==> src/rtl/ccpb_pkg.sv <==
package ccpb_pkg;

  localparam int unsigned PIXEL_W = 32;
  localparam int unsigned CHAN_W  = 8;
  localparam int unsigned ADDR_W  = 4;
  localparam int unsigned DATA_W  = 32;

  localparam logic [PIXEL_W-1:0] ALPHA_MASK = 32'hff00_0000;
  localparam logic [PIXEL_W-1:0] RGB_MASK   = 32'h00ff_ffff;
  localparam logic [CHAN_W-1:0]  CHAN_MAX   = 8'hff;

  localparam logic [2:0] MODE_FILL_ARGB  = 3'd0;
  localparam logic [2:0] MODE_FILL_RGB   = 3'd1;
  localparam logic [2:0] MODE_FILL_ALPHA = 3'd2;
  localparam logic [2:0] MODE_BLEND      = 3'd3;
  localparam logic [2:0] MODE_ADDITIVE   = 3'd4;

  localparam logic [1:0] REG_MODE       = 2'd0;
  localparam logic [1:0] REG_FILL_COLOR = 2'd1;
  localparam logic [1:0] REG_OPACITY    = 2'd2;
  localparam logic [1:0] REG_FILL_ALPHA = 2'd3;

  typedef struct packed {
    logic [PIXEL_W-1:0] dest_pixel;
    logic               end_of_run;
  } in_req_t;

  typedef struct packed {
    logic [PIXEL_W-1:0] result_pixel;
    logic               run_done;
  } out_req_t;

  typedef struct packed {
    logic [2:0]         mode;
    logic [PIXEL_W-1:0] fill_color;
    logic [CHAN_W-1:0]  opacity;
    logic [CHAN_W-1:0]  fill_alpha;
  } ccpb_cfg_t;

endpackage

==> src/rtl/ccpb_datapath.sv <==
module ccpb_datapath (
  input  ccpb_pkg::ccpb_cfg_t cfg,
  input  logic [31:0]         dest_pixel,
  output logic [31:0]         result_pixel
);
  import ccpb_pkg::*;

  logic [CHAN_W-1:0]  inv_opa;
  logic [CHAN_W:0]    add_a;
  logic [PIXEL_W-1:0] blend_px;
  logic [PIXEL_W-1:0] add_px;

  assign inv_opa = CHAN_MAX - cfg.opacity;
  assign add_a   = {1'b0, cfg.opacity} + {{CHAN_W{1'b0}}, cfg.opacity[CHAN_W-1]};

  assign blend_px[31:24] = dest_pixel[31:24];

  for (genvar k = 0; k < 3; k++) begin : g_blend
    logic [15:0] d_term;
    logic [15:0] c_term;
    logic [15:0] bsum;
    assign d_term = {8'd0, dest_pixel[8*k +: 8]} * {8'd0, inv_opa};
    assign c_term = {8'd0, cfg.fill_color[8*k +: 8]} * {8'd0, cfg.opacity};
    assign bsum   = d_term + c_term;
    assign blend_px[8*k +: 8] = bsum[15:8];
  end

  for (genvar k = 0; k < 4; k++) begin : g_add
    logic [16:0] x_prod;
    logic [16:0] c_prod;
    logic [8:0]  s_term;
    logic [9:0]  v;
    assign x_prod = {9'd0, dest_pixel[8*k +: 8]} * {8'd0, add_a};
    assign c_prod = {9'd0, cfg.fill_color[8*k +: 8]} * {8'd0, add_a};
    assign s_term = (k == 3) ? add_a : c_prod[16:8];
    assign v = {2'b00, dest_pixel[8*k +: 8]} - {1'b0, x_prod[16:8]} + {1'b0, s_term};
    assign add_px[8*k +: 8] = (v > 10'd255) ? CHAN_MAX : v[7:0];
  end

  always_comb begin
    case (cfg.mode)
      MODE_FILL_ARGB:  result_pixel = cfg.fill_color;
      MODE_FILL_RGB:   result_pixel = (dest_pixel & ALPHA_MASK) | (cfg.fill_color & RGB_MASK);
      MODE_FILL_ALPHA: result_pixel = (dest_pixel & RGB_MASK) | {cfg.fill_alpha, 24'd0};
      MODE_BLEND:      result_pixel = blend_px;
      MODE_ADDITIVE:   result_pixel = add_px;
      default:         result_pixel = dest_pixel;
    endcase
  end

endmodule

==> src/rtl/const_color_pixel_blend.sv <==
// Constant-color ARGB8888 pixel processor: one destination pixel in, one processed pixel out,
// chosen by the mode register (fill ARGB, fill RGB, fill alpha, blend, additive blend). Takes a
// pixel every clock while in_stall is low; each pixel passes through the input register and then
// the result register, with all channel math done between them. Input stall rises only when the
// result register is full and stalled, and pixels are independent. Registers sit on the APB port
// at byte offsets 0x0 mode, 0x4 fill_color, 0x8 opacity, 0xC fill_alpha; write them only while
// no pixels are in flight.
module const_color_pixel_blend (
  input  logic                    clk,
  input  logic                    rst_n,
  input  logic                    in_valid,
  output logic                    in_stall,
  input  ccpb_pkg::in_req_t       in_data,
  output logic                    out_valid,
  input  logic                    out_stall,
  output ccpb_pkg::out_req_t      out_data,
  input  logic                    cfg_psel,
  input  logic                    cfg_penable,
  input  logic                    cfg_pwrite,
  input  logic [3:0]              cfg_paddr,
  input  logic [31:0]             cfg_pwdata,
  output logic [31:0]             cfg_prdata,
  output logic                    cfg_pready
);
  import ccpb_pkg::*;

  ccpb_cfg_t cfg_r, cfg_nxt;
  logic      cfg_we;
  logic [1:0] reg_idx;

  logic      s1_valid_r, s1_valid_nxt;
  in_req_t   s1_data_r;
  logic      out_valid_r, out_valid_nxt;
  out_req_t  out_data_r;
  logic      out_adv;
  logic      s1_adv;
  logic [PIXEL_W-1:0] result_px;

  assign reg_idx    = cfg_paddr[3:2];
  assign cfg_we     = cfg_psel && cfg_penable && cfg_pwrite;
  assign cfg_pready = 1'b1;

  always_comb begin
    cfg_nxt = cfg_r;
    if (cfg_we) begin
      case (reg_idx)
        REG_MODE:       cfg_nxt.mode       = cfg_pwdata[2:0];
        REG_FILL_COLOR: cfg_nxt.fill_color = cfg_pwdata;
        REG_OPACITY:    cfg_nxt.opacity    = cfg_pwdata[7:0];
        REG_FILL_ALPHA: cfg_nxt.fill_alpha = cfg_pwdata[7:0];
        default:        cfg_nxt = cfg_r;
      endcase
    end
  end

  always_comb begin
    case (reg_idx)
      REG_MODE:       cfg_prdata = {29'd0, cfg_r.mode};
      REG_FILL_COLOR: cfg_prdata = cfg_r.fill_color;
      REG_OPACITY:    cfg_prdata = {24'd0, cfg_r.opacity};
      REG_FILL_ALPHA: cfg_prdata = {24'd0, cfg_r.fill_alpha};
      default:        cfg_prdata = '0;
    endcase
  end

  always_ff @(posedge clk) begin
    if (!rst_n) begin
      cfg_r.mode       <= MODE_FILL_ARGB;
      cfg_r.fill_color <= '0;
      cfg_r.opacity    <= CHAN_MAX;
      cfg_r.fill_alpha <= CHAN_MAX;
    end else begin
      cfg_r <= cfg_nxt;
    end
  end

  // advance the result register when empty or taken; the input register behind it
  assign out_adv  = !out_valid_r || !out_stall;
  assign s1_adv   = !s1_valid_r || out_adv;
  assign in_stall = !s1_adv;

  assign s1_valid_nxt  = s1_adv ? in_valid : s1_valid_r;
  assign out_valid_nxt = out_adv ? s1_valid_r : out_valid_r;

  ccpb_datapath u_dp (
    .cfg          (cfg_r),
    .dest_pixel   (s1_data_r.dest_pixel),
    .result_pixel (result_px)
  );

  always_ff @(posedge clk) begin
    if (!rst_n) begin
      s1_valid_r  <= 1'b0;
      out_valid_r <= 1'b0;
    end else begin
      s1_valid_r  <= s1_valid_nxt;
      out_valid_r <= out_valid_nxt;
    end
  end

  always_ff @(posedge clk) begin
    if (s1_adv && in_valid) begin
      s1_data_r <= in_data;
    end
    if (out_adv && s1_valid_r) begin
      out_data_r.result_pixel <= result_px;
      out_data_r.run_done     <= s1_data_r.end_of_run;
    end
  end

  assign out_valid = out_valid_r;
  assign out_data  = out_data_r;

endmodule

==> config.mk <==
export PLATFORM = sky130hd
export DESIGN_NAME = const_color_pixel_blend
export DESIGN_NICKNAME = d
export VERILOG_FILES = /design/src/rtl/ccpb_pkg.sv /design/src/rtl/ccpb_datapath.sv /design/src/rtl/const_color_pixel_blend.sv
export SDC_FILE = /design/constraint.sdc
export NUM_CORES = 2
export LEC_CHECK = 0
export BUFFER_PORTS_ARGS = -buffer_cell sky130_fd_sc_hd__buf_2
export CAP_MARGIN = 20
export CELL_PAD_IN_SITES_DETAIL_PLACEMENT = 0
export CELL_PAD_IN_SITES_GLOBAL_PLACEMENT = 1
export CORE_ASPECT_RATIO = 2
export CORE_MARGIN = 1
export CORE_UTILIZATION = 50
export CTS_BUF_LIST = sky130_fd_sc_hd__clkbuf_8
export DETAILED_ROUTE_END_ITERATION = 10
export PLACE_DENSITY = 0.95
export SLEW_MARGIN = 15
export SYNTH_ARGS = -nofsm -noshare
export SYNTH_HDL_FRONTEND = slang
export SYNTH_SLANG_ARGS = --single-unit
==> constraint.sdc <==
create_clock -name clk -period 24.2 [get_ports clk]
set_input_delay 1.21 -clock clk [delete_from_list [all_inputs] [get_ports clk]]
set_output_delay 1.21 -clock clk [all_outputs]
set_load 0.005 [all_outputs]
== After elaboration in Yosys (flattened, before gate mapping) ==
Index checks and enable logic that the tools add are counted.
W data, S select, Z words.
Storage, ports and cells
  register bits after elaboration: 119
  bits of input ports: 76
  output and inout bits: 68
  logic and storage cells: 71
Cells by class
  $add $sub $neg: 13
  multiply operators: 13
  order comparisons: 4
  equal/unequal tests: 7
  mux-type cells: 6
  bitwise logic cells: 2
  reduce and logical (&&, ||, !) cells: 16
Operator list (count)
  $pmux W32 S5: 1
  $pmux W32 S4: 1
  $mul A8 B9 Y17: 7
  $mul A8 B8 Y16: 6
  $add A16 B16 Y16: 3
  $add A10 B9 Y10: 4
  $gt A10 B8 Y1 const B: 4
  $sub A8 B9 Y10: 4
  $mux W8: 4
  $or A24 B32 Y32: 1
  $or A32 B24 Y32: 1
  $add A8 B1 Y9: 1
  $reduce_and A2 Y1: 4
  $sub A8 B8 Y8 const A: 1
  $eq A3 B2 Y1 const B: 2
  $eq A2 B2 Y1 const B: 2
  $logic_and A1 B1 Y1: 4
  $logic_not A1 Y1: 4
  $eq A3 B1 Y1 const B: 1
  $eq A3 B3 Y1 const B: 1
  $logic_not A3 Y1: 1
  $eq A2 B1 Y1 const B: 1
  $logic_not A2 Y1: 1
  $logic_or A1 B1 Y1: 2

== Logic depth before layout (Yosys ltp) ==
  word-level depth: 7
  gate-level depth with buffers: 33
  gate-level depth less buffers: 31

== By module ==
Synthesis repeated with hierarchy kept, for this count alone.
Second synthesis, totals
  cell total of the unflattened synthesis: 3887
  area total of the unflattened synthesis: 35127.4 µm²
Modules (own cells, without submodules)
  ccpb_datapath: times used 1, cells each 3553, area an instance 30608.1 µm², sequential area each 0.0 µm²
  const_color_pixel_blend: times used 1, cells each 334, area an instance 4519.3 µm², sequential area each 3042.9 µm²

== Worst setup path before layout ==
OpenSTA, ideal clock, no wires.
  path kind: register -> register
  from: reg cfg_r[8] (netlist name)
  to: reg out_data_r (netlist bit out_data[12]) (data pin)
  library setup time: 263 ps
  data arrival time: 7532 ps
  data required time: 23937 ps
  setup slack: 16405 ps
  cell stages (with the launch flop): 33
  path buffers: 3
  period minus slack after synthesis: 7795 ps
  cell sequence: dfxtp_1 -> ha_1 -> and3_1 -> nand3_1 -> xnor2_1 -> clkbuf_1 -> clkbuf_1 -> nand2_1 -> fa_1 -> fa_1 -> inv_1 -> fa_1 -> inv_1 -> fa_1 -> inv_1 -> ha_1 -> a2111oi_0 -> o31a_1 -> nor3b_2 -> o41ai_4 -> o21bai_1 -> a211o_1 -> nand2_1 -> fa_1 -> ha_1 -> nand3_1 -> o21bai_1 -> a21oi_1 -> mux2_1 -> o211a_1 -> buf_6 -> a2111oi_4 -> o21ai_1
On the way
  cells in the longest elaborated chain, start to end: 7
  elaborated cells on any way between the ends: 12
  those cells by class: add/sub: 5; mul: 4; order compare: 1; mux: 2
Ends and longest elaborated chain
  start: declaration: RTL line const_color_pixel_blend.sv:27  | ccpb_cfg_t cfg_r, cfg_nxt;
  start signal: assignment: RTL line const_color_pixel_blend.sv:73  | cfg_r <= cfg_nxt;
  $add A8 B1 Y9: RTL line ccpb_datapath.sv:14  | assign add_a = {1'b0, cfg.opacity} + {{CHAN_W{1'b0}}, cfg.opacity[CHAN_W-1]};
  $mul A8 B9 Y17: RTL line ccpb_datapath.sv:33  | assign x_prod = {9'd0, dest_pixel[8*k +: 8]} * {8'd0, add_a};
  $sub A8 B9 Y10: RTL line ccpb_datapath.sv:36  | assign v = {2'b00, dest_pixel[8*k +: 8]} - {1'b0, x_prod[16:8]} + {1'b0, s_term};
  $add A10 B9 Y10: RTL line ccpb_datapath.sv:36
  $gt A10 B8 Y1: RTL line ccpb_datapath.sv:37  | assign add_px[8*k +: 8] = (v > 10'd255) ? CHAN_MAX : v[7:0];
  $mux W8: RTL line ccpb_datapath.sv:37
  $pmux W32 S5 *: RTL line ccpb_datapath.sv:41  | case (cfg.mode)
  via result_px[11]: RTL line const_color_pixel_blend.sv:37  | logic [PIXEL_W-1:0] result_px;
  end: declaration: RTL line const_color_pixel_blend.sv:34  | out_req_t out_data_r;
Mark *: on every way through the listed nets, which the timed path passes. The rest lies on a longest branch.
A chain may end at the register's enable or synchronous reset.

== Worst setup path in the final report ==
  from: reg cfg_r[15] (netlist name)
  to: reg out_data_r (netlist bit out_data[31]) (data pin)
On the way
  cells in the longest elaborated chain, start to end: 7
Ends and longest elaborated chain (RTL line)
  $add A8 B1 Y9 *: ccpb_datapath.sv:14
  $mul A8 B9 Y17: ccpb_datapath.sv:33
  $sub A8 B9 Y10: ccpb_datapath.sv:36
  $add A10 B9 Y10 *: ccpb_datapath.sv:36
  $gt A10 B8 Y1: ccpb_datapath.sv:37
  $mux W8 *: ccpb_datapath.sv:37
  $pmux W32 S5 *: ccpb_datapath.sv:41
  via result_px[30]: const_color_pixel_blend.sv:37
Marks and branches as above.

==> metrics <==
measured slew at the worst slew-check pin=between 1 and 1.5 ns; # rows=137; Reg power frac=0.133; Comb pwr share=0.744; Final Hold Vio Count=0; # setup viols final=0; routability cong.=~0.95; drt via density=between 5 and 6; Worst Hold Class=flip-flop to flip-flop; TNS Setup=0 ns; initial antenna violation count=7; die area=a little over 70000 um2; post-CTS setup buffer count=0; Cell Pwr Density=47.8 nW/um2; crit path time final=9.30 ns; RSZ-0062 raised after global routing=no; # fillers=6461; residual DRC count=0; hold_sp=s1_data_r[0]; # clock sinks=roughly 120; Clk Latency, worst-skew pair=around 0.57 ns; largest net degree at the start of global routing=54; clock skew=about 0.020 ns; largest buffer count on any clock path=2; kind of critical path=flip-flop to flip-flop; Critical R2R Launch=cfg_r[15]; Synth area leaders=fa_1, ha_1, inv_1; Max Slew Vio Count=0; Wirelength per Cell=between 20 and 25 um; Fmax achieved=~0.11 GHz; Area Overhead vs Synth=5.85%; synth warn=0; Hold Crit Endpoint=out_data[0]; CTS H-Tree Depth=4; nets=approximately 5000; Seq cells post-synth=between 100 and 150; Hold Path Depth=0; hold buffer count at CTS=0; Die Ht=approximately 380 um; via count=~28000; sequential fraction of the synthesis area=0.0868; cell internal pwr=just under 900 uW; cell repeated most along the worst path=fa_1; unique cell type count in the Yosys netlist=between 80 and 90; Max transition margin=0.219; CP endpoint kind=flip-flop; Worst VDD drop=0.0000686 V; ys async rst share=0; Port Buffers=140; Worst-path clk slew=roughly 0.09 ns; Mapped Avg Cell Area=around 8.8 um2; post_cts resized=0; post-synth top area share=0.345; wirelength, routed=a little over 100000 um; crit-path max FO=19; Crit Reg-Reg Endpoint=out_data[31]; GRT Total Usage=0.304; vias in the first global route=about 30000; syn nets=approximately 5000; crit start category=flip-flop; Worst R2R Setup Slack=about 15 ns; Synth Cell Area=roughly 35000 um2; first-pass GRT wire length=approximately 160000 um; share of post-route cells with drive strength above 1=0.0729; area leader, netlist=fa_1; Worst Reg-to-Reg Cells=31; Cells after Synth=between 3000 and 4000; die width=around 190 um; post-route ant nets=0; initial core utilization=0.504; Core Area=69600 um2; critical path's largest stage delay=about 0.77 ns; Lkg Pwr=0.0191 uW; Post-synth EDFFs=66; Slowest-stage cell, CP=clkinv_1; hold_ws=between 0.4 and 0.5 ns; power share of the clock group=0.124; Iteration-0 DRC Markers=1476; drt first pass iters=7; TritonCTS clock tree=yes; Root Driver=clkbuf_8; grt total ovfl=0; CP Data Required Time=24.59 ns; fin crit share=0.384; Sw Share=0.502; prevailing post-synth register cell=edfxtp_1; total CTS buffers=17; outcome=completed; Critical Path AT=9.69 ns; Max-Cap Viols=0; # IOs=~140; DP HPWL=78200 um; Sw Pwr=890 uW
[kinds of logic after synthesis]
kind of cell | count (synthesis) | synth area share
AOI/OAI and AO/OA | 390 | 0.0751
xor gates and xnor gates | 115 | 0.0287
adders and majority gates | 1068 | 0.511
buffers and inverters | 949 | 0.102
DFF | 119 | 0.0868
muxes | 18 | 0.00653
other | 1 | 0.000107
and+or+nand+nor | 1321 | 0.190
[stage by stage]
stage | std cells | area, um2 | power [uW] | util | setup slack, ns
after floorplan | 3981 | 35000 | 1230 | - | 16.40
after global placement | 4877 | 36700 | 1510 | 0.527 | 15.12
after detailed placement | 4877 | 36700 | 1540 | 0.527 | 15.08
after CTS | 4909 | 37100 | 1780 | 0.533 | 15.00
after global routing | 4910 | 37100 | 1940 | 0.533 | 14.62
final | 4913 | 37100 | 1770 | 0.533 | 14.90
[cell usage in the layout, fill, tap and decap left out, types with 9 or more instances in the layout]
cell type  synthesis  layout
inv_1            732     733
fa_1             604     604
ha_1             464     463
and2_1           418     417
nand2_1          323     323
nor2_1           290     290
buf_2              3     140
nand2b_1         111     111
a21oi_1           90      90
o21ai_0           75      75
xnor2_1           72      69
edfxtp_1          66      66
buf_4              1      60
dfxtp_1           53      44
nor2b_1           45      43
nand3_1           41      41
xor2_1            43      40
nor3_1            38      38
a21boi_0          36      35
a21o_1            23      23
o21a_1            17      17
clkbuf_8           0      17
o22ai_1           16      16
a211oi_1          15      15
nand4_1           14      14
o21ai_1           13      13
o21bai_1          13      13
and3_1            12      11
or2_2             11      11
dfxtp_2            0       9
[worst max-delay path, delay by kind of cell (launching register included)]
family,cells,cell delay [ns]
adder cells (fa/ha/maj),9,3.73
AO/OA/AOI/OAI,9,2.11
AND/OR/NAND/NOR,6,1.43
buffers and inverters,4,0.93
flip-flops,1,0.45
XOR/XNOR,2,0.30
multiplexers,1,0.15
[state kept, by name (all words and copies together) (netlist names)]
signal,flops
cfg_r,51
out_data,33
out_valid,1
s1_data_r,33
s1_valid_r,1
[synth_stat cells (all sizes together) (14+ instances only)]
cell,n
ha,464
xor2,43
a21boi,39
a21o,23
nand3,41
nand2,323
a21oi,92
clkbuf,194
nor3,38
o21ai,89
o21a,17
a211oi,16
and2,418
dfxtp,53
nor2b,45
nand4,14
nand2b,111
inv,734
edfxtp,66
fa,604
o22ai,16
xnor2,72
nor2,290
[layer usage]
metal	global-route usage	wire, um	up-vias	part of all wire
met2	0.546	53100	1109	0.52
met3	0.0471	7220	406	0.070
li1	-	-	12300	-
met4	0.233	8560	0	0.083
met5	0	0	-	0
met1	0.313	33800	14100	0.33
[power groups by stage]
stage / clock network [uW] / registers (uW) / logic, uW
6_report: 219 / 235 / 1320
5_1_grt: 231 / 236 / 1470
4_1_cts: 226 / 235 / 1310
3_5_place_dp: 0 / 239 / 1300
3_3_place_gp: 0 / 239 / 1270
2_1_floorplan: 0 / 233 / 993
[layout make-up]
class | count | area (um2) | area share
well taps | 903 | 1130 | 0.0305
repair buffers | 200 | 1150 | 0.0310
inverters | 742 | 2790 | 0.0751
clock buffers | 17 | 234 | 0.00631
clock inverters | 15 | 200 | 0.00540
diodes | 4 | 10.0 | 0.000270
flip-flops and latches | 119 | 3050 | 0.0823
multi-input cells | 2913 | 28500 | 0.769
[worst max path at each step]
stage / end / start
5_1_grt: out_data[31] / cfg_r[15]
3_3_place_gp: out_data[31] / cfg_r[15]
4_1_cts: out_data[31] / cfg_r[15]
2_1_floorplan: out_data[12] / cfg_r[8]
3_5_place_dp: out_data[31] / cfg_r[15]
6_report: out_data[31] / cfg_r[15]
Power figures use the tool's default switching activity.
